--- src/rtl/jsu_pkg.sv ---
// Shared types, character codes and helper functions for the JSON string unescaper.
// Depends on nothing; every other file of the block imports it.
`default_nettype none
package jsu_pkg;

   localparam int QUEUE_DEPTH = 4;

   localparam logic [7:0] CH_QUOTE = 8'h22;
   localparam logic [7:0] CH_BSL   = 8'h5C;
   localparam logic [7:0] CH_SLASH = 8'h2F;
   localparam logic [7:0] CH_LC_B  = 8'h62;
   localparam logic [7:0] CH_LC_F  = 8'h66;
   localparam logic [7:0] CH_LC_N  = 8'h6E;
   localparam logic [7:0] CH_LC_R  = 8'h72;
   localparam logic [7:0] CH_LC_T  = 8'h74;
   localparam logic [7:0] CH_LC_U  = 8'h75;
   localparam logic [7:0] CH_NUL   = 8'h00;

   localparam logic [7:0] CTRL_BS  = 8'h08;
   localparam logic [7:0] CTRL_TAB = 8'h09;
   localparam logic [7:0] CTRL_LF  = 8'h0A;
   localparam logic [7:0] CTRL_FF  = 8'h0C;
   localparam logic [7:0] CTRL_CR  = 8'h0D;

   localparam int CP_W = 21;

   typedef enum logic [3:0] {
      ST_OK          = 4'd0,
      ST_NO_QUOTE    = 4'd1,
      ST_UNTERM      = 4'd2,
      ST_UNTERM_ESC  = 4'd3,
      ST_BAD_ESC     = 4'd4,
      ST_BAD_HEX     = 4'd5,
      ST_BAD_PAIR    = 4'd6,
      ST_BAD_LOW     = 4'd7,
      ST_LONE_LOW    = 4'd8
   } status_type;

   typedef enum logic [2:0] {
      PH_WAIT, PH_STR, PH_ESC, PH_HEX1, PH_BSL, PH_U, PH_HEX2
   } phase_type;

   typedef enum logic [1:0] {
      CMD_CP, CMD_DONE, CMD_ERR, CMD_RAW
   } cmd_kind_type;

   // One queued job for the back end: a raw byte to pass through, a code point to encode,
   // a done mark or an error.
   typedef struct packed {
      cmd_kind_type      kind;
      logic [CP_W-1:0]   cp;
      status_type        status;
   } cmd_type;

   // Bit 4 is set when the byte is a hex digit; bits 3:0 carry its value.
   function automatic logic [4:0] hex_value(input logic [7:0] c);
      logic [4:0] r;
      r = 5'd0;
      if (c >= 8'h30 && c <= 8'h39) r = {1'b1, 4'(c - 8'h30)};
      else if (c >= 8'h61 && c <= 8'h66) r = {1'b1, 4'(c - 8'h57)};
      else if (c >= 8'h41 && c <= 8'h46) r = {1'b1, 4'(c - 8'h37)};
      return r;
   endfunction

   // Number of UTF-8 bytes minus one for a code point.
   function automatic logic [1:0] utf8_len(input logic [CP_W-1:0] cp);
      logic [1:0] r;
      if (cp <= 21'h7F) r = 2'd0;
      else if (cp <= 21'h7FF) r = 2'd1;
      else if (cp <= 21'hFFFF) r = 2'd2;
      else r = 2'd3;
      return r;
   endfunction

endpackage
`default_nettype wire

--- src/rtl/json_string_unescape_utf8.sv ---
// A byte that completes a result passes through the job queue and the output register before
// its first beat shows. Throughput: one byte accepted per cycle while the job queue has room;
// the back end sends one result beat per cycle while the consumer is ready, so a \u escape of
// two, three or four UTF-8 bytes holds the back end for one beat per byte; the queue absorbs the burst.
// Reset is synchronous and active high: it clears the phase, the escape state, the queue
// pointers and the output valid; there is no clearing pass and no memory to sweep.
`default_nettype none
module json_string_unescape_utf8
   import jsu_pkg::*;
#(
   parameter int QueueDepth = QUEUE_DEPTH
) (
   input  wire logic       clock,
   input  wire logic       reset,
   input  wire logic       req_valid,
   output logic            req_ready,
   input  wire logic [7:0] req_ch,
   input  wire logic       req_input_end,
   output logic            rsp_valid,
   input  wire logic       rsp_ready,
   output logic [7:0]      rsp_out_byte,
   output logic            rsp_byte_valid,
   output logic            rsp_string_done,
   output logic [3:0]      rsp_status,
   output logic            rsp_last
);

   // The front end decides, for each accepted beat, whether it yields a job: a raw byte,
   // a code point, a done mark or an error. Bytes that only move the phase along (the opening quote,
   // a backslash, the u of an escape, hex digits before the fourth, every digit of a high surrogate) produce nothing.
   logic    push, pop, queue_full, head_valid;
   cmd_type push_cmd, head_cmd;

   jsu_front u_front (
      .clock         (clock),
      .reset         (reset),
      .req_valid     (req_valid),
      .req_ready     (req_ready),
      .req_ch        (req_ch),
      .req_input_end (req_input_end),
      .queue_full    (queue_full),
      .push          (push),
      .push_cmd      (push_cmd)
   );

   // The queue lets the front end keep taking bytes while the back end is stalled by the
   // consumer or busy with a multi-byte sequence.
   jsu_fifo #(
      .DEPTH (QueueDepth)
   ) u_fifo (
      .clock      (clock),
      .reset      (reset),
      .push       (push),
      .push_cmd   (push_cmd),
      .full       (queue_full),
      .pop        (pop),
      .head_valid (head_valid),
      .head_cmd   (head_cmd)
   );

   // The back end turns each job into one or more beats held in an output register, so a
   // waiting result does not block the input side until the job queue is full.
   jsu_back u_back (
      .clock           (clock),
      .reset           (reset),
      .head_valid      (head_valid),
      .head_cmd        (head_cmd),
      .pop             (pop),
      .rsp_valid       (rsp_valid),
      .rsp_ready       (rsp_ready),
      .rsp_out_byte    (rsp_out_byte),
      .rsp_byte_valid  (rsp_byte_valid),
      .rsp_string_done (rsp_string_done),
      .rsp_status      (rsp_status),
      .rsp_last        (rsp_last)
   );

endmodule
`default_nettype wire

--- src/rtl/jsu_front.sv ---
// Front end: accepts raw bytes, tracks the string and escape phase, and queues jobs.
// Depends on jsu_pkg.
`default_nettype none
module jsu_front
   import jsu_pkg::*;
(
   input  wire logic       clock,
   input  wire logic       reset,
   input  wire logic       req_valid,
   output logic            req_ready,
   input  wire logic [7:0] req_ch,
   input  wire logic       req_input_end,
   input  wire logic       queue_full,
   output logic            push,
   output cmd_type         push_cmd
);

   phase_type   phase_ff, phase_in;
   logic [1:0]  hex_count_ff, hex_count_in;
   logic [15:0] code_accum_ff, code_accum_in;
   logic [9:0]  high_part_ff, high_part_in;

   logic        accept;
   logic        end_in;
   logic [4:0]  hex;
   logic        hex_ok;
   logic [15:0] accum_next;

   assign req_ready  = !queue_full;
   assign accept     = req_valid && req_ready;
   assign end_in     = req_input_end || (req_ch == CH_NUL);
   assign hex        = hex_value(req_ch);
   assign hex_ok     = !end_in && hex[4];
   assign accum_next = {code_accum_ff[11:0], hex[3:0]};

   always_comb begin
      phase_in      = phase_ff;
      hex_count_in  = hex_count_ff;
      code_accum_in = code_accum_ff;
      high_part_in  = high_part_ff;
      push          = 1'b0;
      push_cmd      = '{kind: CMD_ERR, cp: '0, status: ST_NO_QUOTE};

      case (phase_ff)
         PH_WAIT: begin
            if (!end_in && req_ch == CH_QUOTE) begin
               phase_in = PH_STR;
            end else begin
               push = 1'b1;
            end
         end
         PH_STR: begin
            if (end_in) begin
               push            = 1'b1;
               push_cmd.status = ST_UNTERM;
            end else if (req_ch == CH_QUOTE) begin
               push            = 1'b1;
               push_cmd.kind   = CMD_DONE;
               push_cmd.status = ST_OK;
               phase_in        = PH_WAIT;
            end else if (req_ch == CH_BSL) begin
               phase_in = PH_ESC;
            end else begin
               // Any other byte goes out unchanged as a single beat, top bit set or not.
               push     = 1'b1;
               push_cmd = '{kind: CMD_RAW, cp: CP_W'(req_ch), status: ST_OK};
            end
         end
         PH_ESC: begin
            push     = 1'b1;
            push_cmd = '{kind: CMD_CP, cp: '0, status: ST_OK};
            phase_in = PH_STR;
            if (end_in) begin
               push_cmd = '{kind: CMD_ERR, cp: '0, status: ST_UNTERM_ESC};
            end else begin
               case (req_ch)
                  CH_QUOTE, CH_BSL, CH_SLASH: push_cmd.cp = CP_W'(req_ch);
                  CH_LC_N: push_cmd.cp = CP_W'(CTRL_LF);
                  CH_LC_T: push_cmd.cp = CP_W'(CTRL_TAB);
                  CH_LC_R: push_cmd.cp = CP_W'(CTRL_CR);
                  CH_LC_B: push_cmd.cp = CP_W'(CTRL_BS);
                  CH_LC_F: push_cmd.cp = CP_W'(CTRL_FF);
                  CH_LC_U: begin
                     push          = 1'b0;
                     phase_in      = PH_HEX1;
                     hex_count_in  = 2'd0;
                     code_accum_in = 16'd0;
                  end
                  default: push_cmd = '{kind: CMD_ERR, cp: '0, status: ST_BAD_ESC};
               endcase
            end
         end
         PH_HEX1, PH_HEX2: begin
            if (!hex_ok) begin
               push            = 1'b1;
               push_cmd.status = ST_BAD_HEX;
            end else begin
               code_accum_in = accum_next;
               hex_count_in  = hex_count_ff + 2'd1;
               if (hex_count_ff == 2'd3) begin
                  push = 1'b1;
                  if (phase_ff == PH_HEX1) begin
                     if (accum_next >= 16'hD800 && accum_next <= 16'hDBFF) begin
                        push         = 1'b0;
                        high_part_in = accum_next[9:0];
                        phase_in     = PH_BSL;
                     end else if (accum_next >= 16'hDC00 && accum_next <= 16'hDFFF) begin
                        push_cmd.status = ST_LONE_LOW;
                     end else begin
                        push_cmd = '{kind: CMD_CP, cp: CP_W'(accum_next), status: ST_OK};
                        phase_in = PH_STR;
                     end
                  end else begin
                     if (accum_next < 16'hDC00 || accum_next > 16'hDFFF) begin
                        push_cmd.status = ST_BAD_LOW;
                     end else begin
                        push_cmd = '{kind: CMD_CP,
                                     cp: 21'h10000 + CP_W'({high_part_ff, accum_next[9:0]}),
                                     status: ST_OK};
                        phase_in = PH_STR;
                     end
                  end
               end
            end
         end
         PH_BSL: begin
            if (!end_in && req_ch == CH_BSL) begin
               phase_in = PH_U;
            end else begin
               push            = 1'b1;
               push_cmd.status = ST_BAD_PAIR;
            end
         end
         PH_U: begin
            if (!end_in && req_ch == CH_LC_U) begin
               phase_in      = PH_HEX2;
               hex_count_in  = 2'd0;
               code_accum_in = 16'd0;
            end else begin
               push            = 1'b1;
               push_cmd.status = ST_BAD_PAIR;
            end
         end
         default: begin
            push = 1'b1;
         end
      endcase

      // Every error sends the block back to waiting with the escape state cleared.
      if (push && push_cmd.kind == CMD_ERR) begin
         phase_in      = PH_WAIT;
         hex_count_in  = 2'd0;
         code_accum_in = 16'd0;
         high_part_in  = 10'd0;
      end
      if (!accept) begin
         push = 1'b0;
      end
   end

   always_ff @(posedge clock) begin
      if (reset) begin
         phase_ff      <= PH_WAIT;
         hex_count_ff  <= 2'd0;
         code_accum_ff <= 16'd0;
         high_part_ff  <= 10'd0;
      end else if (accept) begin
         phase_ff      <= phase_in;
         hex_count_ff  <= hex_count_in;
         code_accum_ff <= code_accum_in;
         high_part_ff  <= high_part_in;
      end
   end

endmodule
`default_nettype wire

--- src/rtl/jsu_fifo.sv ---
// Short job queue between the front end and the UTF-8 back end.
// Depends on jsu_pkg for the job type.
`default_nettype none
module jsu_fifo
   import jsu_pkg::*;
#(
   parameter int DEPTH = QUEUE_DEPTH
) (
   input  wire logic clock,
   input  wire logic reset,
   input  wire logic push,
   input  cmd_type   push_cmd,
   output logic      full,
   input  wire logic pop,
   output logic      head_valid,
   output cmd_type   head_cmd
);

   localparam int PTR_W = $clog2(DEPTH);
   localparam int CNT_W = $clog2(DEPTH + 1);

   cmd_type            entries_ff [DEPTH];
   logic [PTR_W-1:0]   wr_ptr_ff, rd_ptr_ff;
   logic [CNT_W-1:0]   count_ff;

   assign full       = (count_ff == CNT_W'(DEPTH));
   assign head_valid = (count_ff != '0);
   assign head_cmd   = entries_ff[rd_ptr_ff];

   always_ff @(posedge clock) begin
      if (push) begin
         entries_ff[wr_ptr_ff] <= push_cmd;
      end
   end

   always_ff @(posedge clock) begin
      if (reset) begin
         wr_ptr_ff <= '0;
         rd_ptr_ff <= '0;
         count_ff  <= '0;
      end else begin
         if (push) begin
            wr_ptr_ff <= (wr_ptr_ff == PTR_W'(DEPTH - 1)) ? '0 : wr_ptr_ff + 1'b1;
         end
         if (pop) begin
            rd_ptr_ff <= (rd_ptr_ff == PTR_W'(DEPTH - 1)) ? '0 : rd_ptr_ff + 1'b1;
         end
         if (push && !pop) count_ff <= count_ff + 1'b1;
         else if (pop && !push) count_ff <= count_ff - 1'b1;
      end
   end

endmodule
`default_nettype wire

--- src/rtl/jsu_back.sv ---
// Back end: expands queued jobs into result beats, one UTF-8 byte per beat for a code point.
// Depends on jsu_pkg.
`default_nettype none
module jsu_back
   import jsu_pkg::*;
(
   input  wire logic  clock,
   input  wire logic  reset,
   input  wire logic  head_valid,
   input  cmd_type    head_cmd,
   output logic       pop,
   output logic       rsp_valid,
   input  wire logic  rsp_ready,
   output logic [7:0] rsp_out_byte,
   output logic       rsp_byte_valid,
   output logic       rsp_string_done,
   output logic [3:0] rsp_status,
   output logic       rsp_last
);

   logic [1:0] idx_ff, idx_in;
   logic       rsp_valid_ff;
   logic [7:0] rsp_byte_ff;
   logic       rsp_bvalid_ff, rsp_done_ff, rsp_last_ff;
   status_type rsp_status_ff;

   logic       load;
   logic [1:0] len;
   logic [7:0] beat_byte;
   logic       beat_last;
   logic [CP_W-1:0] cp;

   assign cp        = head_cmd.cp;
   assign load      = head_valid && (!rsp_valid_ff || rsp_ready);
   assign len       = (head_cmd.kind == CMD_CP) ? utf8_len(cp) : 2'd0;
   assign beat_last = (idx_ff == len);
   assign pop       = load && beat_last;
   assign idx_in    = beat_last ? 2'd0 : idx_ff + 2'd1;

   always_comb begin
      beat_byte = 8'h00;
      case (len)
         2'd0: beat_byte = {1'b0, cp[6:0]};
         2'd1: beat_byte = (idx_ff == 2'd0) ? {3'b110, cp[10:6]} : {2'b10, cp[5:0]};
         2'd2: begin
            case (idx_ff)
               2'd0:    beat_byte = {4'b1110, cp[15:12]};
               2'd1:    beat_byte = {2'b10, cp[11:6]};
               default: beat_byte = {2'b10, cp[5:0]};
            endcase
         end
         default: begin
            case (idx_ff)
               2'd0:    beat_byte = {5'b11110, cp[20:18]};
               2'd1:    beat_byte = {2'b10, cp[17:12]};
               2'd2:    beat_byte = {2'b10, cp[11:6]};
               default: beat_byte = {2'b10, cp[5:0]};
            endcase
         end
      endcase
      if (head_cmd.kind == CMD_RAW) begin
         beat_byte = cp[7:0];
      end else if (head_cmd.kind != CMD_CP) begin
         beat_byte = 8'h00;
      end
   end

   always_ff @(posedge clock) begin
      if (reset) begin
         rsp_valid_ff <= 1'b0;
         idx_ff       <= 2'd0;
      end else begin
         if (load) begin
            rsp_valid_ff <= 1'b1;
            idx_ff       <= idx_in;
         end else if (rsp_ready) begin
            rsp_valid_ff <= 1'b0;
         end
      end
   end

   always_ff @(posedge clock) begin
      if (load) begin
         rsp_byte_ff   <= beat_byte;
         rsp_bvalid_ff <= (head_cmd.kind == CMD_CP) || (head_cmd.kind == CMD_RAW);
         rsp_done_ff   <= (head_cmd.kind == CMD_DONE);
         rsp_status_ff <= (head_cmd.kind == CMD_ERR) ? head_cmd.status : ST_OK;
         rsp_last_ff   <= beat_last;
      end
   end

   assign rsp_valid       = rsp_valid_ff;
   assign rsp_out_byte    = rsp_byte_ff;
   assign rsp_byte_valid  = rsp_bvalid_ff;
   assign rsp_string_done = rsp_done_ff;
   assign rsp_status      = rsp_status_ff;
   assign rsp_last        = rsp_last_ff;

   // A code point part-way through encoding keeps its job at the head of the queue.
   a_idx_holds_job: assert property (@(posedge clock) disable iff (reset)
      idx_ff != 2'd0 |-> head_valid)
      else $error("byte index set with no job at queue head");

   a_mid_beat_advances: assert property (@(posedge clock) disable iff (reset)
      load && !beat_last |=> idx_ff != 2'd0)
      else $error("multi-byte code point lost its byte index");

   a_byte_beat_ok: assert property (@(posedge clock) disable iff (reset)
      rsp_valid_ff && rsp_bvalid_ff |-> rsp_status_ff == ST_OK && !rsp_done_ff)
      else $error("data beat carries status or done");

   a_error_is_last: assert property (@(posedge clock) disable iff (reset)
      rsp_valid_ff && rsp_status_ff != ST_OK |-> rsp_last_ff && !rsp_bvalid_ff)
      else $error("error beat not marked last");

endmodule
`default_nettype wire

--- config.mk ---
export PLATFORM = sky130hd
export DESIGN_NAME = json_string_unescape_utf8
export DESIGN_NICKNAME = d
export VERILOG_FILES = /design/src/rtl/jsu_pkg.sv /design/src/rtl/json_string_unescape_utf8.sv /design/src/rtl/jsu_front.sv /design/src/rtl/jsu_fifo.sv /design/src/rtl/jsu_back.sv
export SDC_FILE = /design/constraint.sdc
export NUM_CORES = 1
export LEC_CHECK = 0
export BUFFER_PORTS_ARGS = -buffer_cell sky130_fd_sc_hd__buf_2
export CAP_MARGIN = 10
export CORE_MARGIN = 1.5
export CORE_UTILIZATION = 44
export DETAILED_ROUTE_END_ITERATION = 6
export SLEW_MARGIN = 0
export SYNTH_ARGS = -nofsm -noshare
export SYNTH_HDL_FRONTEND = slang
export SYNTH_SLANG_ARGS = --single-unit
export TNS_END_PERCENT = 100
--- constraint.sdc ---
create_clock -name clock -period 5.5 [get_ports clock]
set_input_delay 0.825 -clock clock [delete_from_list [all_inputs] [get_ports clock]]
set_output_delay 0.825 -clock clock [all_outputs]
set_load 0.02 [all_outputs]
### Word-level counts from Yosys, hierarchy flattened

Memories as Yosys holds them, arrays and structs flattened. A register that Yosys moved wholly into a read port is not among the register bits.
Index checks and enable logic that the tools add are counted.

| cells by class | value |
|---|---|
| add/sub/neg operators | 10 |
| order comparisons | 15 |
| eq/ne operators | 39 |
| mux-type cells | 95 |
| reduce and logical (&&, ||, !) cells | 46 |

Operators with widths:

| cell | number |
|---|---|
| $mux 27 | 4 |
| $mux 23 | 4 |
| $pmux 23 s3 | 1 |
| $mux 10 | 6 |
| $mux 12 | 5 |
| $mux 3 | 20 |
| $eq 8x7->1 const B | 7 |
| $pmux 8 s6 | 1 |
| $pmux 12 s3 | 1 |
| $ge 16x16->1 const B | 2 |
| $le 16x16->1 const B | 2 |
| $mux 2 | 16 |
| $mux 26 | 1 |
| $pmux 8 s3 | 1 |
| $add 17x20->21 const A | 1 |
| $le 21x11->1 const B | 1 |
| $le 21x16->1 const B | 1 |
| $le 21x7->1 const B | 1 |
| $mux 21 | 1 |
| $pmux 7 s3 | 1 |
| $pmux 4 s5 | 1 |
| $mux 1 | 18 |
| $ne 3x1->1 const B | 6 |
| $pmux 3 s6 | 1 |
| 44 further kinds | 102 |

| word-level totals | value |
|---|---|
| register bits | 52 |
| bits in writable memories | 108 |
| bits of input ports | 13 |
| output and inout bits | 17 |
| word-level logic and storage cells | 220 |
| memories kept | 1 |

Memories:

| name | depth | bits a word | read ports | clocked after Yosys merged registers in | write ports | line | RTL |
|---|---|---|---|---|---|---|---|
| u_fifo.entries_ff | 4 | 27 | 1 | 1 | 1 | jsu_fifo.sv:22 | `cmd_type entries_ff [DEPTH];` |

### Logic depth before layout (Yosys ltp)

Gate-level depths: netlist (run 1).

| depth | value |
|---|---|
| word-level depth | 17 |
| mapped depth | 18 |
| gate-level depth less buffers | 14 |

### Cells and area by module

A second synthesis (run 1) with hierarchy kept.

| unflattened totals | value |
|---|---|
| cells, all modules | 638 |
| area, all modules | 8,251.7 sq um |

By module, submodules not included:

| module | times used | cells an instance | area an instance (sq um) | seq. area each (sq um) |
|---|---|---|---|---|
| jsu_fifo | 1 | 185 | 4,385.5 | 3,423.3 |
| jsu_front | 1 | 302 | 2,417.3 | 540.5 |
| jsu_back | 1 | 151 | 1,448.9 | 510.5 |

### Least setup slack after synthesis (run 1)

OpenSTA, ideal clock, no wires.

| timing path | value |
|---|---|
| path type | reg-to-reg |
| start | register with a tool-made name |
| end | register u_fifo.count_ff[2] |
| library setup time | 0.071 ns |
| arrival | 3.772 ns |
| data required time | 5.429 ns |
| path slack | 1.657 ns |
| cell stages (with the launch flop) | 19 |
| path buffers | 4 |
| clock period less this slack | 3.843 ns |
| path through | dfxtp_1 -> buf_6 -> buf_6 -> buf_2 -> mux4_2 -> inv_1 -> ha_1 -> clkbuf_1 -> inv_1 -> a31o_2 -> nand2_4 -> a21oi_4 -> inv_1 -> ha_1 -> inv_1 -> fa_1 -> xor2_1 -> or3_1 -> a21oi_1 |

RTL lines:

| what | line | RTL |
|---|---|---|
| end signal: assignment | jsu_fifo.sv:48 | `if (push && !pop) count_ff <= count_ff + 1'b1;` |
| end signal: assignment | jsu_fifo.sv:49 | `else if (pop && !push) count_ff <= count_ff - 1'b1;` |
| end: declaration | jsu_fifo.sv:24 | `logic [CNT_W-1:0] count_ff;` |

==> metrics.yaml, run 1 <==
die_x_um: 140
setup_tns_ps: 0
netlist_area_um2: 8250
drive_above_1_share: 0.163
grt_overflow: 0
grt_pass1_wl_mm: 29.5
h-tree-depth: 4
slew-limit-headroom: 0.278
wl_mm: 18.5
muxShareOfSynthArea: 0.104
die_area_um2: 19600
cp_data_arrival_time_ps: 4580
yosysWarningCount: 0
synth_fp_nets: 719
vdd.ir_drop.worst_uv: 236
cp-start-kind: "flop"
hpwl_mm: 12.9
grt_use_total: 0.196
drt-wirelength-per-cell_um: 19.6
start_util: 0.455
critPathKind: "flop to flop"
grt_max_degree: 33
hold_buffers: 0
die_h_um: 140
cap_viol_max_count: 0
synth_edf_count: 123
rows: 49
ys_ff_latch: 162
power.density_nw_per_um2: 427
cts.sinks: 162
hold_path.class: "flop to flop"
postCtsSetupRepairBufs: 0
synthToLayoutAreaGrowth_pct: 11.5
cts_tree: "built"
post_cts_resized: 0
worst_slack_ps: 1270
postSynthAreaPerCell_um2: 12.0
drc: 0
post-route-period-util: 0.769
io_buffers: 29
clock_skew_ps: 9.53
worst_slew_pin_slew_ps: 1080
pre_cts_ws_ps: 1240
first_global_vias: 5489
timing.fmax_ghz: 0.236
insertion_delay_ps: 420
rr_worst_depth: 13
antenna_found_initial: 0
io-pin-count: 30
critPathCaptureType: "flop"
synth_top_family_by_area: "compound AO/OA/AOI/OAI gates"
synth_xor_area_frac: 0.00531
viasPerCell: 5.97
detail-route-antenna-nets: 0
globalplace.congestion: 0.940
drt-pass1-iter-count: 5
routed-via-count: 5628
hold_viol_final: 0
hold_slack_ps: 481
yosysSeqAreaShare: 0.542
rsz0062_at_grt: "no"
finalSetupViolCount: 0
cts_buffer_depth: 2
syn_inst: 685
synth_compound_area_frac: 0.150
ys_types: 90
fin_crit_ps: 4230
final_max_slew_viol_count: 0
worstPathRequired_ps: 5850
diodes: 0
synth-simple-area-share: 0.128
synthArstFlopShare: 0
numCtsBuffers: 17
cts-root-buf: "clkbuf_16"
synth_ff_type: "edfxtp_1"
status: "completed"
clk_pin_slew_ps: 60
fin_nets: 734
holdPathStages: 2
core_area_um2: 18100
p_leak_nw: 3.20
drt_first_iter_violations: 387
cp_max_fo: 22
synth-adder-area-share: 0.0340
critical path, stage by stage (launching register included):
cell     delay, ps
dfxtp_2        840
mux4_2         620
nor3_1         340
and2_1         450
mux2_1         220
o22a_4         170
a21oi_4         60
inv_1          110
ha_1           190
inv_1           70
fa_1           440
xor2_1         190
or3_1          310
a21oi_1        150
report_power, final:
group / switching, mW / internal [mW]
registers: 0.0999 / 1.50
logic: 0.614 / 0.441
clock network: 0.466 / 0.807
final cells by class:
class                      instances  area, µm²
clock buffer                      19        433
clock inverter                    13        208
fill                            1555       8950
inverter                          27        101
multi-input combinational        453       3470
sequential                       162       4480
tap                              229        287
timing repair buffer              39        220
layer usage:
layer  wire (µm)  vias up  part of all wire  GRT usage
met5           0        -                 0          0
li1            -     2669                 -          -
met3         760       24             0.041     0.0366
met4         407        0             0.022     0.0726
met2        8880      165              0.48      0.317
met1        8420     2770              0.46      0.264
cell families (layout without fill, tap and decap cells):
| kind of cell | Yosys count | after routing |
|---|---|---|
| multiplexers | 52 | 52 |
| AND/OR/NAND/NOR | 201 | 201 |
| AO/OA/AOI/OAI | 173 | 173 |
| buffers and inverters | 70 | 98 |
| flip-flops | 162 | 162 |
| adder cells (fa/ha/maj) | 22 | 22 |
| XOR/XNOR | 5 | 5 |
sequential cells by signal, indices dropped and copies added (netlist names), 2 cells and up, named ones only:
register / cells
u_front.code_accum_ff: 12
u_back.rsp_out_byte: 8
u_back.idx_ff: 2
u_fifo.rd_ptr_ff: 2
u_fifo.count_ff: 3
u_front.high_part_ff: 10
u_fifo.wr_ptr_ff: 2
u_front.hex_count_ff: 2
u_front.phase_ff: 3
u_back.rsp_status: 4
u_fifo.entries_ff: 108
final timing paths:
path / startpoint / endpoint / slack [ps]
setup reg to reg: flop / u_fifo.count_ff[2]$_SDFFE_PP0P_ / 1270
setup / recovery: flop / u_fifo.count_ff[2]$_SDFFE_PP0P_ / 1270
hold reg to reg: u_back.rsp_valid$_SDFFE_PP0P_ / u_back.rsp_valid$_SDFFE_PP0P_ / 480
hold / removal: u_back.rsp_valid$_SDFFE_PP0P_ / u_back.rsp_valid$_SDFFE_PP0P_ / 480
cell usage in the layout, fill, tap and decap left out, drive strengths merged, types with 10 or more instances in the layout:
| cell type | Yosys | layout |
|---|---|---|
| nor3 | 16 | 16 |
| dfxtp | 39 | 39 |
| mux4 | 26 | 26 |
| ha | 20 | 20 |
| nand3 | 16 | 16 |
| nand2b | 22 | 22 |
| nor2 | 59 | 59 |
| clkbuf | 24 | 19 |
| o2111ai | 12 | 12 |
| o211ai | 10 | 10 |
| nand2 | 35 | 35 |
| a21oi | 34 | 34 |
| inv | 25 | 27 |
| o21ai | 40 | 40 |
| and2 | 14 | 14 |
| buf | 19 | 39 |
| edfxtp | 123 | 123 |
| mux2i | 22 | 22 |
cells in the mapped netlist (4+ instances only):
library cell	number	share of area
mux4_2	25	0.068
o21ai_0	29	0.018
nor2_1	58	0.026
nand2b_1	22	0.017
nor3_1	16	0.0097
a22o_1	6	0.0064
nor4_1	4	0.0030
a222oi_1	4	0.0049
a21o_1	7	0.0064
ha_1	20	0.030
nand4_1	6	0.0045
edfxtp_1	123	0.45
clkbuf_1	24	0.011
nand3_1	16	0.0097
inv_1	25	0.011
buf_2	9	0.0055
o211ai_1	9	0.0082
and2_1	14	0.011
buf_4	4	0.0036
o31ai_1	4	0.0036
dfxtp_1	39	0.095
a31oi_1	4	0.0030
xor2_1	4	0.0042
buf_1	4	0.0018
o2111ai_1	12	0.013
a221o_1	5	0.0061
nand2_1	34	0.015
a21oi_1	33	0.020
o21ai_1	11	0.0067
mux2i_1	22	0.027
through the flow:
step	std cells	total power, mW	instance area [µm²]	utilization
4_1_cts	942	3.96	9200	0.507
6_report	942	3.93	9200	0.507
2_1_floorplan	685	2.41	8250	-
3_5_place_dp	910	2.68	8560	0.472
3_3_place_gp	910	2.68	8560	0.472
5_1_grt	942	4.12	9200	0.507
Power figures use the tool's default switching activity.
==> inputs of run 2 (changes only) <==
Clock period 5.5 ns to 3.5 ns, I/O delays scaled along.
==> metrics.yaml, run 2 (synthesized netlist as in run 1, its figures left out) <==
numCtsBuffers: 17  # unchanged
drc: 0  # unchanged
cp_cell_sequence: "mux4_2 -> or4_4 -> o211ai_2 -> mux2_4 -> o22a_4 -> a21oi_4 -> inv_1 -> ha_2 -> inv_2 -> fa_2 -> xor2_2 -> or3_1 -> a21oi_1"  # was mux4_2 -> nor3_1 -> and2_1 -> mux2_1 -> o22a_4 -> a21oi_4 -> inv_1 -> ha_1 -> inv_1 -> fa_1 -> xor2_1 -> or3_1 -> a21oi_1
io-pin-count: 30  # unchanged
h-tree-depth: 4  # unchanged
final_common_cell: "edfxtp_1"  # unchanged
first_global_vias: 5803  # was 5489
largest_register_ffs: 108  # unchanged
multi_input_area_um2: 3520  # was 3470 µm²
fillers: 1549  # was 1555
clock_skew_ps: 12.1  # was 9.53 ps
power_switching_mw: 1.92  # was 1.18 mW
clk_pin_slew_ps: 60  # about the same
diodes: 0  # unchanged
critPathKind: "flop to flop"  # unchanged
timing.fmax_ghz: 0.291  # was 0.236 GHz
cp_data_arrival_time_ps: 3780  # was 4580 ps
fin_nets: 787  # was 734
cp_slowest_cell: "or4_4"  # was dfxtp_2
cts-root-buf: "clkbuf_16"  # unchanged
grt_max_degree: 33  # unchanged
cp_max_fo: 6  # was 22
drt-pass1-iter-count: 7  # was 5
routed-via-count: 5844  # was 5628
wl_mm: 19.4  # was 18.5 mm
p_comb_frac: 0.316  # was 0.269
die_x_um: 140  # unchanged
dp_cells: 959  # was 910
hold_viol_final: 0  # unchanged
drive_above_1_share: 0.231  # was 0.163
seqPwrFrac: 0.390  # was 0.407
insertion_delay_ps: 420  # about the same
die_area_um2: 19600  # unchanged
critPathCaptureType: "flop"  # unchanged
drt-wirelength-per-cell_um: 19.5  # was 19.6 µm
switching_share: 0.306  # was 0.300
worstPathRequired_ps: 3840  # was 5850 ps
final_cell_mix: "edfxtp_1, buf_4, nor2_1"  # was edfxtp_1, nor2_1, dfxtp_1
grt_overflow: 0  # unchanged
cap_viol_max_count: 0  # unchanged
antenna_found_initial: 0  # unchanged
worst_slew_pin_slew_ps: 950  # was 1080 ps
power.density_nw_per_um2: 654  # was 427 nW/µm²
final_max_slew_viol_count: 0  # unchanged
slew-limit-headroom: 0.361  # was 0.278
stdcell_count: 994  # was 942
cp-start-kind: "flop"  # unchanged
start_util: 0.455  # unchanged
globalplace.congestion: 0.886  # was 0.940
final_util: 0.529  # was 0.507
grt_use_total: 0.208  # was 0.196
regMostFlops: "u_fifo.entries_ff"  # unchanged
post-route-period-util: 0.982  # was 0.769
cts.sinks: 162  # unchanged
rsz0062_at_grt: "yes"  # was no
p_leak_nw: 3.45  # was 3.20 nW
critical_path.max_stage_delay_ps: 570  # was 840 ps
r2r_slack_ps: 60  # was 1270 ps
finalSetupViolCount: 0  # unchanged
status: "completed"  # unchanged
viasPerCell: 5.88  # was 5.97
synthToLayoutAreaGrowth_pct: 16.4  # was 11.5%
vdd.ir_drop.worst_uv: 370  # was 236 µV
hold_path.class: "input pin to flop"  # was flop to flop
grt_pass1_wl_mm: 31.5  # was 29.5 mm
drt_first_iter_violations: 451  # was 387
die_h_um: 140  # unchanged
hold_slack_ps: 385  # was 481 ps
cts_buffer_depth: 2  # unchanged
cts_tree: "built"  # unchanged
internal_power_mw: 4.36  # was 2.75 mW
rows: 49  # unchanged
reg.largest.list: "u_fifo.entries_ff (108), u_front.code_accum_ff (12), u_front.high_part_ff (10)"  # unchanged
regArea_um2: 4480  # about the same
fin_crit_ps: 3440  # was 4230 ps
clockPowerShare: 0.294  # was 0.324
detail-route-antenna-nets: 0  # unchanged
core_area_um2: 18100  # unchanged
io_buffers: 29  # unchanged
hpwl_mm: 13.8  # was 12.9 mm
run 2: cell types whose count changed in the layout (fill, tap and decap cells not counted), sizes merged:
cell    change
buf        +53
clkinv      +3
bufinv      -2
inv         -1
clkbuf      -1
run 2: timing repair:
action	CTS	global route
pin swaps	0	9
hold buffers	0	0
gates cloned	0	0
endpoints found under the setup margin	1	2
buffers inserted	0	4
gates resized for setup	2	13
run 2: worst paths after layout:
kind | startpoint | to | cells after the start
min reg2reg | u_back.rsp_valid$_SDFFE_PP0P_ | u_back.rsp_valid$_SDFFE_PP0P_ | 2
max reg2reg | flop | u_fifo.count_ff[2]$_SDFFE_PP0P_ | 13
min | rsp_ready | u_back.rsp_valid$_SDFFE_PP0P_ | 4
max | flop | u_fifo.count_ff[2]$_SDFFE_PP0P_ | 13
run 2: power groups by stage:
stage / sequential, mW / clock, mW / combinational [mW]
after global placement: 2.48 / 0 / 1.89
after detailed placement: 2.49 / 0 / 1.91
after floorplan: 2.57 / 0 / 1.24
after global routing: 2.48 / 1.96 / 2.16
final: 2.45 / 1.85 / 1.99
after CTS: 2.45 / 1.88 / 1.92
run 2: worst max-delay path: cells and delay by family, from the launching register on:
kind	cells	cell delay [ps]
simple gates	2	910
mux	2	700
fa+ha+maj	2	520
xor+xnor	1	150
compound gates	4	570
buf+inv	2	110
flops	1	400
run 2: layout make-up:
type / instances / area share
Clock buffer: 18 / 0.0447
Clock inverter: 13 / 0.0169
Inverter: 27 / 0.0105
Multi-Input combinational cell: 453 / 0.366
Sequential cell: 162 / 0.466
Tap cell: 229 / 0.0298
Timing Repair Buffer: 92 / 0.0659
run 2: layer usage:
| metal | share of wire | global-route usage | vias to the layer above |
|---|---|---|---|
| met2 | 0.49 | 0.346 | 169 |
| met1 | 0.46 | 0.277 | 2865 |
| met4 | 0.017 | 0.0753 | 0 |
| met3 | 0.038 | 0.0338 | 26 |
| li1 | - | - | 2784 |
| met5 | 0 | 0 | - |
run 2: through the flow:
stage          cell area (µm²)  setup WS [ps]  TNS [ps]  total power, mW
2_1_floorplan             8290           8.33         0             3.82
3_3_place_gp              8930           38.0         0             4.38
3_5_place_dp              8930          -14.7     -14.7             4.40
4_1_cts                   9530           21.8         0             6.25
5_1_grt                   9610          -26.0     -26.0             6.60
6_report                  9610           63.8         0             6.29
